**config.mk**
```make
export PLATFORM = sky130hd
export DESIGN_NAME = voltage_step_regulator_core
export DESIGN_NICKNAME = d
export VERILOG_FILES = /design/src/rtl/core/vsr_pkg.sv /design/src/rtl/core/vsr_csr.sv /design/src/rtl/core/vsr_engine.sv /design/src/rtl/core/voltage_step_regulator_core.sv
export SDC_FILE = /design/constraint.sdc
export NUM_CORES = 1
export LEC_CHECK = 0
export BUFFER_PORTS_ARGS = -buffer_cell sky130_fd_sc_hd__buf_2
export CORE_MARGIN = 3
export CORE_UTILIZATION = 60
export CTS_CLUSTER_SIZE = 14
export DETAILED_ROUTE_END_ITERATION = 7
export GPL_ROUTABILITY_DRIVEN = 0
export MAX_ROUTING_LAYER = met4
export PLACE_DENSITY = 0.79
export SLEW_MARGIN = 20
export SYNTH_ARGS = -nofsm -noshare
export SYNTH_HDL_FRONTEND = slang
export SYNTH_HIERARCHICAL = 1
export SYNTH_SLANG_ARGS = --single-unit
```
**constraint.sdc**
```tcl
create_clock -name clock -period 14.6 [get_ports clock]
set_input_delay 0 -clock clock [delete_from_list [all_inputs] [get_ports clock]]
set_output_delay 0 -clock clock [all_outputs]
set_load 0.005 [all_outputs]
```
**src/rtl/core/vsr_pkg.sv**
```systemverilog
// shared types and constants for the voltage step regulator
`default_nettype none

package vsr_pkg;

   localparam int unsigned VOLT_W = 16;
   localparam int unsigned OP_W = 3;
   localparam int unsigned CSR_INDEX_W = 3;

   localparam logic [VOLT_W-1:0] VOLT_SAT = '1;

   localparam logic [VOLT_W-1:0] VOLTAGE_MAX_RESET      = 16'd65535;
   localparam logic [VOLT_W-1:0] VOLTAGE_MIN_RESET      = 16'd0;
   localparam logic [VOLT_W-1:0] REGULATE_TIMEOUT_RESET = 16'd60000;
   localparam logic [VOLT_W-1:0] READING_TIMEOUT_RESET  = 16'd10000;
   localparam logic [VOLT_W-1:0] STEP_WAIT_RESET        = 16'd1200;

   typedef enum logic [OP_W-1:0] {
      OP_SET_POINT    = 3'd0,
      OP_STEP_UP      = 3'd1,
      OP_STEP_DOWN    = 3'd2,
      OP_ABORT        = 3'd3,
      OP_READING      = 3'd4,
      OP_TICK         = 3'd5,
      OP_DEVICE_ERROR = 3'd6
   } op_type;

   typedef enum logic [2:0] {
      MODE_IDLE       = 3'd0,
      MODE_FIND       = 3'd1,
      MODE_CHECK_UP   = 3'd2,
      MODE_STEP_UP    = 3'd3,
      MODE_CHECK_DOWN = 3'd4,
      MODE_STEP_DOWN  = 3'd5
   } mode_type;

   typedef enum logic [1:0] {
      CAUSE_NONE    = 2'd0,
      CAUSE_OVERALL = 2'd1,
      CAUSE_READING = 2'd2,
      CAUSE_DEVICE  = 2'd3
   } cause_type;

   typedef enum logic [CSR_INDEX_W-1:0] {
      CSR_VOLTAGE_MAX      = 3'd0,
      CSR_VOLTAGE_MIN      = 3'd1,
      CSR_REGULATE_TIMEOUT = 3'd2,
      CSR_READING_TIMEOUT  = 3'd3,
      CSR_STEP_WAIT        = 3'd4
   } csr_index_type;

   typedef struct packed {
      logic [VOLT_W-1:0] voltage_max;
      logic [VOLT_W-1:0] voltage_min;
      logic [VOLT_W-1:0] regulate_timeout;
      logic [VOLT_W-1:0] reading_timeout;
      logic [VOLT_W-1:0] step_wait;
   } cfg_type;

   typedef struct packed {
      logic [OP_W-1:0]   op;
      logic [VOLT_W-1:0] value;
   } item_type;

   typedef struct packed {
      logic              ping_request;
      logic              level_up;
      logic              level_down;
      logic              voltage_set_done;
      logic              error_flag;
      cause_type         error_cause;
      logic              step_refused;
      logic [VOLT_W-1:0] setpoint;
      mode_type          mode;
   } result_type;

endpackage

`default_nettype wire

```
**src/rtl/core/vsr_csr.sv**
```systemverilog
// configuration register file
`default_nettype none

module vsr_csr (
   input  wire logic                               clock,
   input  wire logic                               reset,
   input  wire logic                               csr_valid,
   output logic                                    csr_ready,
   input  wire logic [vsr_pkg::CSR_INDEX_W-1:0]    csr_index,
   input  wire logic [vsr_pkg::VOLT_W-1:0]         csr_data,
   output vsr_pkg::cfg_type                        cfg
);
   import vsr_pkg::*;

   cfg_type cfg_ff, cfg_in;

   assign csr_ready = 1'b1;
   assign cfg = cfg_ff;

   always_comb begin
      cfg_in = cfg_ff;
      if (csr_valid) begin
         unique case (csr_index)
            CSR_VOLTAGE_MAX:      cfg_in.voltage_max = csr_data;
            CSR_VOLTAGE_MIN:      cfg_in.voltage_min = csr_data;
            CSR_REGULATE_TIMEOUT: cfg_in.regulate_timeout = csr_data;
            CSR_READING_TIMEOUT:  cfg_in.reading_timeout = csr_data;
            CSR_STEP_WAIT:        cfg_in.step_wait = csr_data;
            default:              cfg_in = cfg_ff;
         endcase
      end
   end

   always_ff @(posedge clock) begin
      if (reset) begin
         cfg_ff.voltage_max      <= VOLTAGE_MAX_RESET;
         cfg_ff.voltage_min      <= VOLTAGE_MIN_RESET;
         cfg_ff.regulate_timeout <= REGULATE_TIMEOUT_RESET;
         cfg_ff.reading_timeout  <= READING_TIMEOUT_RESET;
         cfg_ff.step_wait        <= STEP_WAIT_RESET;
      end else begin
         cfg_ff <= cfg_in;
      end
   end

endmodule

`default_nettype wire

```
**src/rtl/core/vsr_engine.sv**
```systemverilog
// regulator state and per-event update logic
`default_nettype none

module vsr_engine (
   input  wire logic         clock,
   input  wire logic         reset,
   input  wire logic         fire,
   input  wire vsr_pkg::item_type item,
   input  wire vsr_pkg::cfg_type  cfg,
   output vsr_pkg::result_type result
);
   import vsr_pkg::*;

   mode_type          mode_ff, mode_in;
   logic [VOLT_W-1:0] setpoint_ff, setpoint_in;
   logic [VOLT_W-1:0] reading_ff, reading_in;
   logic [VOLT_W-1:0] overall_ff, overall_in;
   logic [VOLT_W-1:0] phase_ff, phase_in;

   logic [VOLT_W:0]   up_sum;
   logic [VOLT_W-1:0] up_clamp;
   logic [VOLT_W-1:0] up_point;
   logic [VOLT_W-1:0] down_diff;
   logic [VOLT_W-1:0] down_point;
   logic [VOLT_W-1:0] overall_inc;
   logic [VOLT_W-1:0] phase_inc;
   logic              above_set;
   logic              above_max;

   always_comb begin
      up_sum = {1'b0, reading_ff} + {1'b0, item.value};
      up_clamp = (up_sum > {1'b0, cfg.voltage_max}) ? cfg.voltage_max : up_sum[VOLT_W-1:0];
      up_point = (up_clamp < cfg.voltage_min) ? cfg.voltage_min : up_clamp;
      down_diff = reading_ff - item.value;
      down_point = (reading_ff >= item.value && down_diff > cfg.voltage_min)
         ? down_diff : cfg.voltage_min;
      overall_inc = (overall_ff == VOLT_SAT) ? overall_ff : overall_ff + 1'b1;
      phase_inc = (phase_ff == VOLT_SAT) ? phase_ff : phase_ff + 1'b1;
      above_set = item.value >= setpoint_ff;
      above_max = item.value >= cfg.voltage_max;
   end

   always_comb begin
      mode_in = mode_ff;
      setpoint_in = setpoint_ff;
      reading_in = reading_ff;
      overall_in = overall_ff;
      phase_in = phase_ff;
      result = '0;

      case (item.op) inside
         OP_SET_POINT, OP_STEP_DOWN: begin
            setpoint_in = (item.op == OP_SET_POINT) ? item.value : down_point;
            mode_in = MODE_FIND;
            overall_in = '0;
            phase_in = '0;
            result.ping_request = 1'b1;
         end
         OP_STEP_UP: begin
            if (reading_ff < cfg.voltage_max) begin
               setpoint_in = up_point;
               mode_in = MODE_FIND;
               overall_in = '0;
               phase_in = '0;
               result.ping_request = 1'b1;
            end else begin
               result.step_refused = 1'b1;
            end
         end
         OP_ABORT: begin
            mode_in = MODE_IDLE;
         end
         OP_READING: begin
            reading_in = item.value;
            unique case (mode_ff)
               MODE_FIND: begin
                  phase_in = '0;
                  if (above_set) begin
                     mode_in = MODE_STEP_DOWN;
                     result.level_down = 1'b1;
                  end else begin
                     mode_in = MODE_CHECK_UP;
                     result.ping_request = 1'b1;
                  end
               end
               MODE_CHECK_UP: begin
                  if (above_max || above_set) begin
                     mode_in = MODE_IDLE;
                     result.voltage_set_done = 1'b1;
                  end else begin
                     mode_in = MODE_STEP_UP;
                     phase_in = '0;
                     result.level_up = 1'b1;
                  end
               end
               MODE_CHECK_DOWN: begin
                  if (!above_set) begin
                     mode_in = MODE_IDLE;
                     result.voltage_set_done = 1'b1;
                  end else begin
                     mode_in = MODE_STEP_DOWN;
                     phase_in = '0;
                     result.level_down = 1'b1;
                  end
               end
               default: begin
                  mode_in = mode_ff;
               end
            endcase
         end
         OP_TICK: begin
            if (mode_ff != MODE_IDLE) begin
               overall_in = overall_inc;
               phase_in = phase_inc;
               if (overall_inc >= cfg.regulate_timeout) begin
                  mode_in = MODE_IDLE;
                  result.error_flag = 1'b1;
                  result.error_cause = CAUSE_OVERALL;
               end else if (mode_ff == MODE_STEP_UP || mode_ff == MODE_STEP_DOWN) begin
                  if (phase_inc >= cfg.step_wait) begin
                     mode_in = (mode_ff == MODE_STEP_UP) ? MODE_CHECK_UP : MODE_CHECK_DOWN;
                     phase_in = '0;
                     result.ping_request = 1'b1;
                  end
               end else if (phase_inc >= cfg.reading_timeout) begin
                  mode_in = MODE_IDLE;
                  result.error_flag = 1'b1;
                  result.error_cause = CAUSE_READING;
               end
            end
         end
         OP_DEVICE_ERROR: begin
            if (mode_ff != MODE_IDLE) begin
               mode_in = MODE_IDLE;
               result.error_flag = 1'b1;
               result.error_cause = CAUSE_DEVICE;
            end
         end
         default: begin
            mode_in = mode_ff;
         end
      endcase

      result.setpoint = setpoint_in;
      result.mode = mode_in;
   end

   always_ff @(posedge clock) begin
      if (reset) begin
         mode_ff <= MODE_IDLE;
         setpoint_ff <= '0;
         reading_ff <= '0;
         overall_ff <= '0;
         phase_ff <= '0;
      end else if (fire) begin
         mode_ff <= mode_in;
         setpoint_ff <= setpoint_in;
         reading_ff <= reading_in;
         overall_ff <= overall_in;
         phase_ff <= phase_in;
      end
   end

endmodule

`default_nettype wire

```
**src/rtl/core/voltage_step_regulator_core.sv**
```systemverilog
// top level of the voltage step regulator
`default_nettype none

// Each event transfer on the req side yields exactly one result transfer on the rsp side:
// the event is first captured in the input register, then the update logic writes the
// regulator state and the result register together.
// One event is taken every cycle while the rsp side is ready; a result that waits on the
// rsp side holds the event behind it in the input register, so with both registers full
// every stalled rsp cycle also stalls the req side. Configuration writes are taken every cycle.
module voltage_step_regulator_core (
   input  wire logic                            clock,
   input  wire logic                            reset,
   input  wire logic                            req_tvalid,
   output logic                                 req_tready,
   input  wire logic [15:0]                     req_tdata,  // value
   input  wire logic [vsr_pkg::OP_W-1:0]        req_tuser,  // op
   output logic                                 rsp_tvalid,
   input  wire logic                            rsp_tready,
   // ping_request, level_up, level_down, voltage_set_done, error_flag,
   // error_cause[1:0], step_refused, setpoint_out[15:0], mode_out[2:0], zero pad
   output logic [31:0]                          rsp_tdata,
   input  wire logic                            csr_valid,
   output logic                                 csr_ready,
   input  wire logic [vsr_pkg::CSR_INDEX_W-1:0] csr_index,
   input  wire logic [vsr_pkg::VOLT_W-1:0]      csr_data
);
   import vsr_pkg::*;

   cfg_type    cfg;
   result_type result;

   logic       in_valid_ff, in_valid_in;
   item_type   in_item_ff, in_item_in;
   logic       out_valid_ff, out_valid_in;
   result_type out_result_ff, out_result_in;
   logic       out_free;
   logic       advance;

   vsr_csr u_csr (
      .clock     (clock),
      .reset     (reset),
      .csr_valid (csr_valid),
      .csr_ready (csr_ready),
      .csr_index (csr_index),
      .csr_data  (csr_data),
      .cfg       (cfg)
   );

   vsr_engine u_engine (
      .clock  (clock),
      .reset  (reset),
      .fire   (advance),
      .item   (in_item_ff),
      .cfg    (cfg),
      .result (result)
   );

   always_comb begin
      out_free = !out_valid_ff || rsp_tready;
      advance = in_valid_ff && out_free;
      req_tready = !in_valid_ff || out_free;

      in_valid_in = req_tready ? req_tvalid : in_valid_ff;
      in_item_in = (req_tvalid && req_tready) ? item_type'{op: req_tuser, value: req_tdata}
                                              : in_item_ff;

      out_valid_in = advance ? 1'b1 : (rsp_tready ? 1'b0 : out_valid_ff);
      out_result_in = advance ? result : out_result_ff;
   end

   always_ff @(posedge clock) begin
      if (reset) begin
         in_valid_ff <= 1'b0;
         out_valid_ff <= 1'b0;
      end else begin
         in_valid_ff <= in_valid_in;
         out_valid_ff <= out_valid_in;
      end
   end

   always_ff @(posedge clock) begin
      in_item_ff <= in_item_in;
      out_result_ff <= out_result_in;
   end

   assign rsp_tvalid = out_valid_ff;
   assign rsp_tdata = {5'b0,
                       out_result_ff.mode,
                       out_result_ff.setpoint,
                       out_result_ff.step_refused,
                       out_result_ff.error_cause,
                       out_result_ff.error_flag,
                       out_result_ff.voltage_set_done,
                       out_result_ff.level_down,
                       out_result_ff.level_up,
                       out_result_ff.ping_request};

endmodule

`default_nettype wire

```
==> metrics.txt <==
status=finished with violations; failing checks=design-rule violations; DP Cell Count=1993; class of the worst hold path=input pin to flip-flop; Layout area overhead=9.86%; Worst-path clk slew=0.08 ns; Placeable Area=0.0230 mm2; Static Leak=7.03 nW; cell taking the most area after synthesis=dfxtp_1; Std-Cell Rows=55; Power, Total=1.25 mW; Sw Share=28.9%; CTS tree=yes; Comb pwr share=15.8%; CP max stage delay=0.63 ns; top cells by count, synth=ha_1, dfxtp_1, nor2_1; final setup vio count=0; Psw=360 uW; htree depth=4; Period minus WS final=7.73 ns; most frequent CP cell=ha_1; Syn Inst Count=1667; via/cell ratio=6.23; Max Cap Viol=0; Routed Antenna Nets=0; Finished Layout Cells=2063; clock root cell=clkbuf_16; Worst Setup End Kind=flip-flop; final WL=39600 um; die area=0.0256 mm2; share of the synthesized area in the top cell type=20.9%; number of enable flip-flop cells after synthesis=46; layout cells sized above 1=8.86%; GR Util All Layers=31.1%; Peak VDD IR=0.0682 mV; Clk pwr share=36.8%; Yosys cell types=82; vias in the first global route=12022; Worst Path Required=14.78 ns; Pwr Density=79.6 mW/mm2; Worst Setup SP=in_item_ff[0]$_DFFE_PP_; flops & latches, synth=195; setup slack at placement=7.13 ns; kind of critical path=flip-flop to flip-flop; final hold violations=0; crit path max fanout=19; Worst-Skew Late Latency=0.45 ns; Num Clock Sinks=195; maximum clock frequency=129 MHz; total gr overflow=0; Post-route DRC=5; chip height=160 um; Mapped Area=0.0142 mm2; Initial Utilization=62.0%; Final Max Slew Viols=0; RSZ-0062 raised after global routing=false; ANT cells=0; clk_skew=0.0199 ns; Reg area=0.00436 mm2; worst hold path cell count=2; PortBufs=71; Final TNS setup=0 ns; worst-case clock buffer depth=2; total number of vias=12856; CP startpoint kind=flip-flop; Final HPWL DP=29900 um; Period Utilization, post-route=53.0%; Crit-path slowest cell=nor2_2; ys flop type=dfxtp_1; Num CTS Buffers=17; sequential share of the synthesized area=30.6%; nets=1958; Reg-to-Reg Start=in_item_ff[0]$_DFFE_PP_; largest net degree at the start of global routing=100; DRT Pass-1 Iters=8; Post-CTS Setup Repair Bufs=0; WP data arrival=7.92 ns; Top Ports=78; hold_sp=req_tvalid; Post-synth ARST share=0%; drt wl/cell=19.2 um; area of the multi-input gates=0.00898 mm2; Die W=160 um; relative slew slack=26.3%; initial antenna violation count=1; warnings from Yosys=6; worst hold margin=0.104 ns; top post-synthesis cells by area=dfxtp_1, ha_1, edfxtp_1, mux2i_1, nand2b_1; post-route design area=0.0157 mm2; 1st-iter DRT viols=1408; fin util=68.1%; synthesized area per cell=8.55 um2; Reg2Reg Depth=25; first-pass GRT wire length=62500 um; final worst setup slack=6.87 ns; worst slew pin tran=1.09 ns; DP Area=0.0147 mm2; FILL cells=1894; register share of total power=47.4%; most frequent cell after synthesis=ha_1; P_int=886 uW
power by group through the flow:
stage                     combinational (mW)  clock [mW]  sequential (mW)
after CTS                              0.191       0.464            0.589
after global placement                 0.176           0            0.600
after detailed placement               0.182           0            0.601
after global routing                   0.215       0.483            0.592
after floorplan                        0.133           0            0.593
final                                  0.197       0.459            0.590
timing repair:
| action | 4_1_cts | 5_1_grt |
|---|---|---|
| hold endpoints to repair | 83 | 0 |
| hold buffers | 38 | 0 |
| gates resized for setup | 0 | 0 |
sequential cells by signal (all words and copies together) (netlist names):
signal,cells
in_valid_ff,1
in_item_ff,19
u_engine/overall_ff,16
u_engine/phase_ff,16
rsp_tvalid,1
u_engine/mode_ff,3
u_engine/reading_ff,16
u_engine/setpoint_ff,16
u_csr/cfg,80
rsp_tdata,27
final cells by class:
type                       count  share of cell area, %
inverter                     142                   3.41
clock inverter                11                  0.576
timing repair buffer         120                   5.24
tap                          313                   2.50
sequential                   195                   27.9
multi-input combinational   1261                   57.4
clock buffer                  21                   3.01
cell families (layout without fill, tap and decap cells):
kind of cell               Yosys count  after routing  share of synthesized area [%]
AOI/OAI and AO/OA                  388            388                           18.0
xor gates and xnor gates            45             45                           2.77
adders and majority gates          179            179                           15.8
buffers and inverters              215            294                           6.60
DFF                                195            195                           30.6
muxes                               93             93                           6.63
other                                2              6                         0.0527
and+or+nand+nor                    550            550                           19.6
worst max-delay path: cells and delay by family, from the launching register on:
kind                     cells  cell delay, ns
flip-flops                   1            0.46
multiplexers                 1            0.44
XOR/XNOR                     1            0.23
adder cells (fa/ha/maj)      4            1.30
AO/OA/AOI/OAI               10            2.48
AND/OR/NAND/NOR              8            2.46
buffers and inverters        1            0.08
per-layer routing:
layer / up-vias / share of wire (%) / GRT usage, % / wire (um)
li1: 6112 / - / - / -
met1: 5962 / 43 / 41.5 / 17100
met5: - / 0 / - / 0
met3: 118 / 9.7 / 5.94 / 3860
met2: 664 / 43 / 45.9 / 16800
met4: 0 / 4.7 / 13.8 / 1870
layout by cell type (no fill, tap or decap), types with 6 or more instances in the layout:
master and n:
o21a_1 13, a21oi_1 110, o21ai_0 87, a22oi_1 10, a221oi_2 6, nor2b_1 9
buf_4 12, xnor2_1 41, nor3_1 22, nor4_1 9, a222oi_1 6, a21o_1 31
a31oi_1 15, nand2_1 111, nand3_1 59, a311oi_1 13, nand2b_1 96, and2_1 8
conb_1 6, inv_1 141, o211ai_1 14, dlygate4sd3_1 38, a211oi_1 16, buf_2 70
or2_2 11, nand4_1 26, and3_1 12, ha_1 176, a221oi_1 7, clkbuf_16 17
or3_1 15, mux2_2 11, mux2i_1 82, o21bai_1 8, nor2_1 142, edfxtp_1 46
dfxtp_1 149
worst paths after layout:
| kind | to | slack, ns |
|---|---|---|
| min reg2reg | u_csr/cfg[42]$_SDFFE_PP0P_ | 0.48 |
| max | rsp_tdata[10]$_DFFE_PP_ | 6.87 |
| min | in_item_ff[1]$_DFFE_PP_ | 0.10 |
| max reg2reg | rsp_tdata[10]$_DFFE_PP_ | 6.87 |
Note: power is estimated with default switching activity, not from simulation.
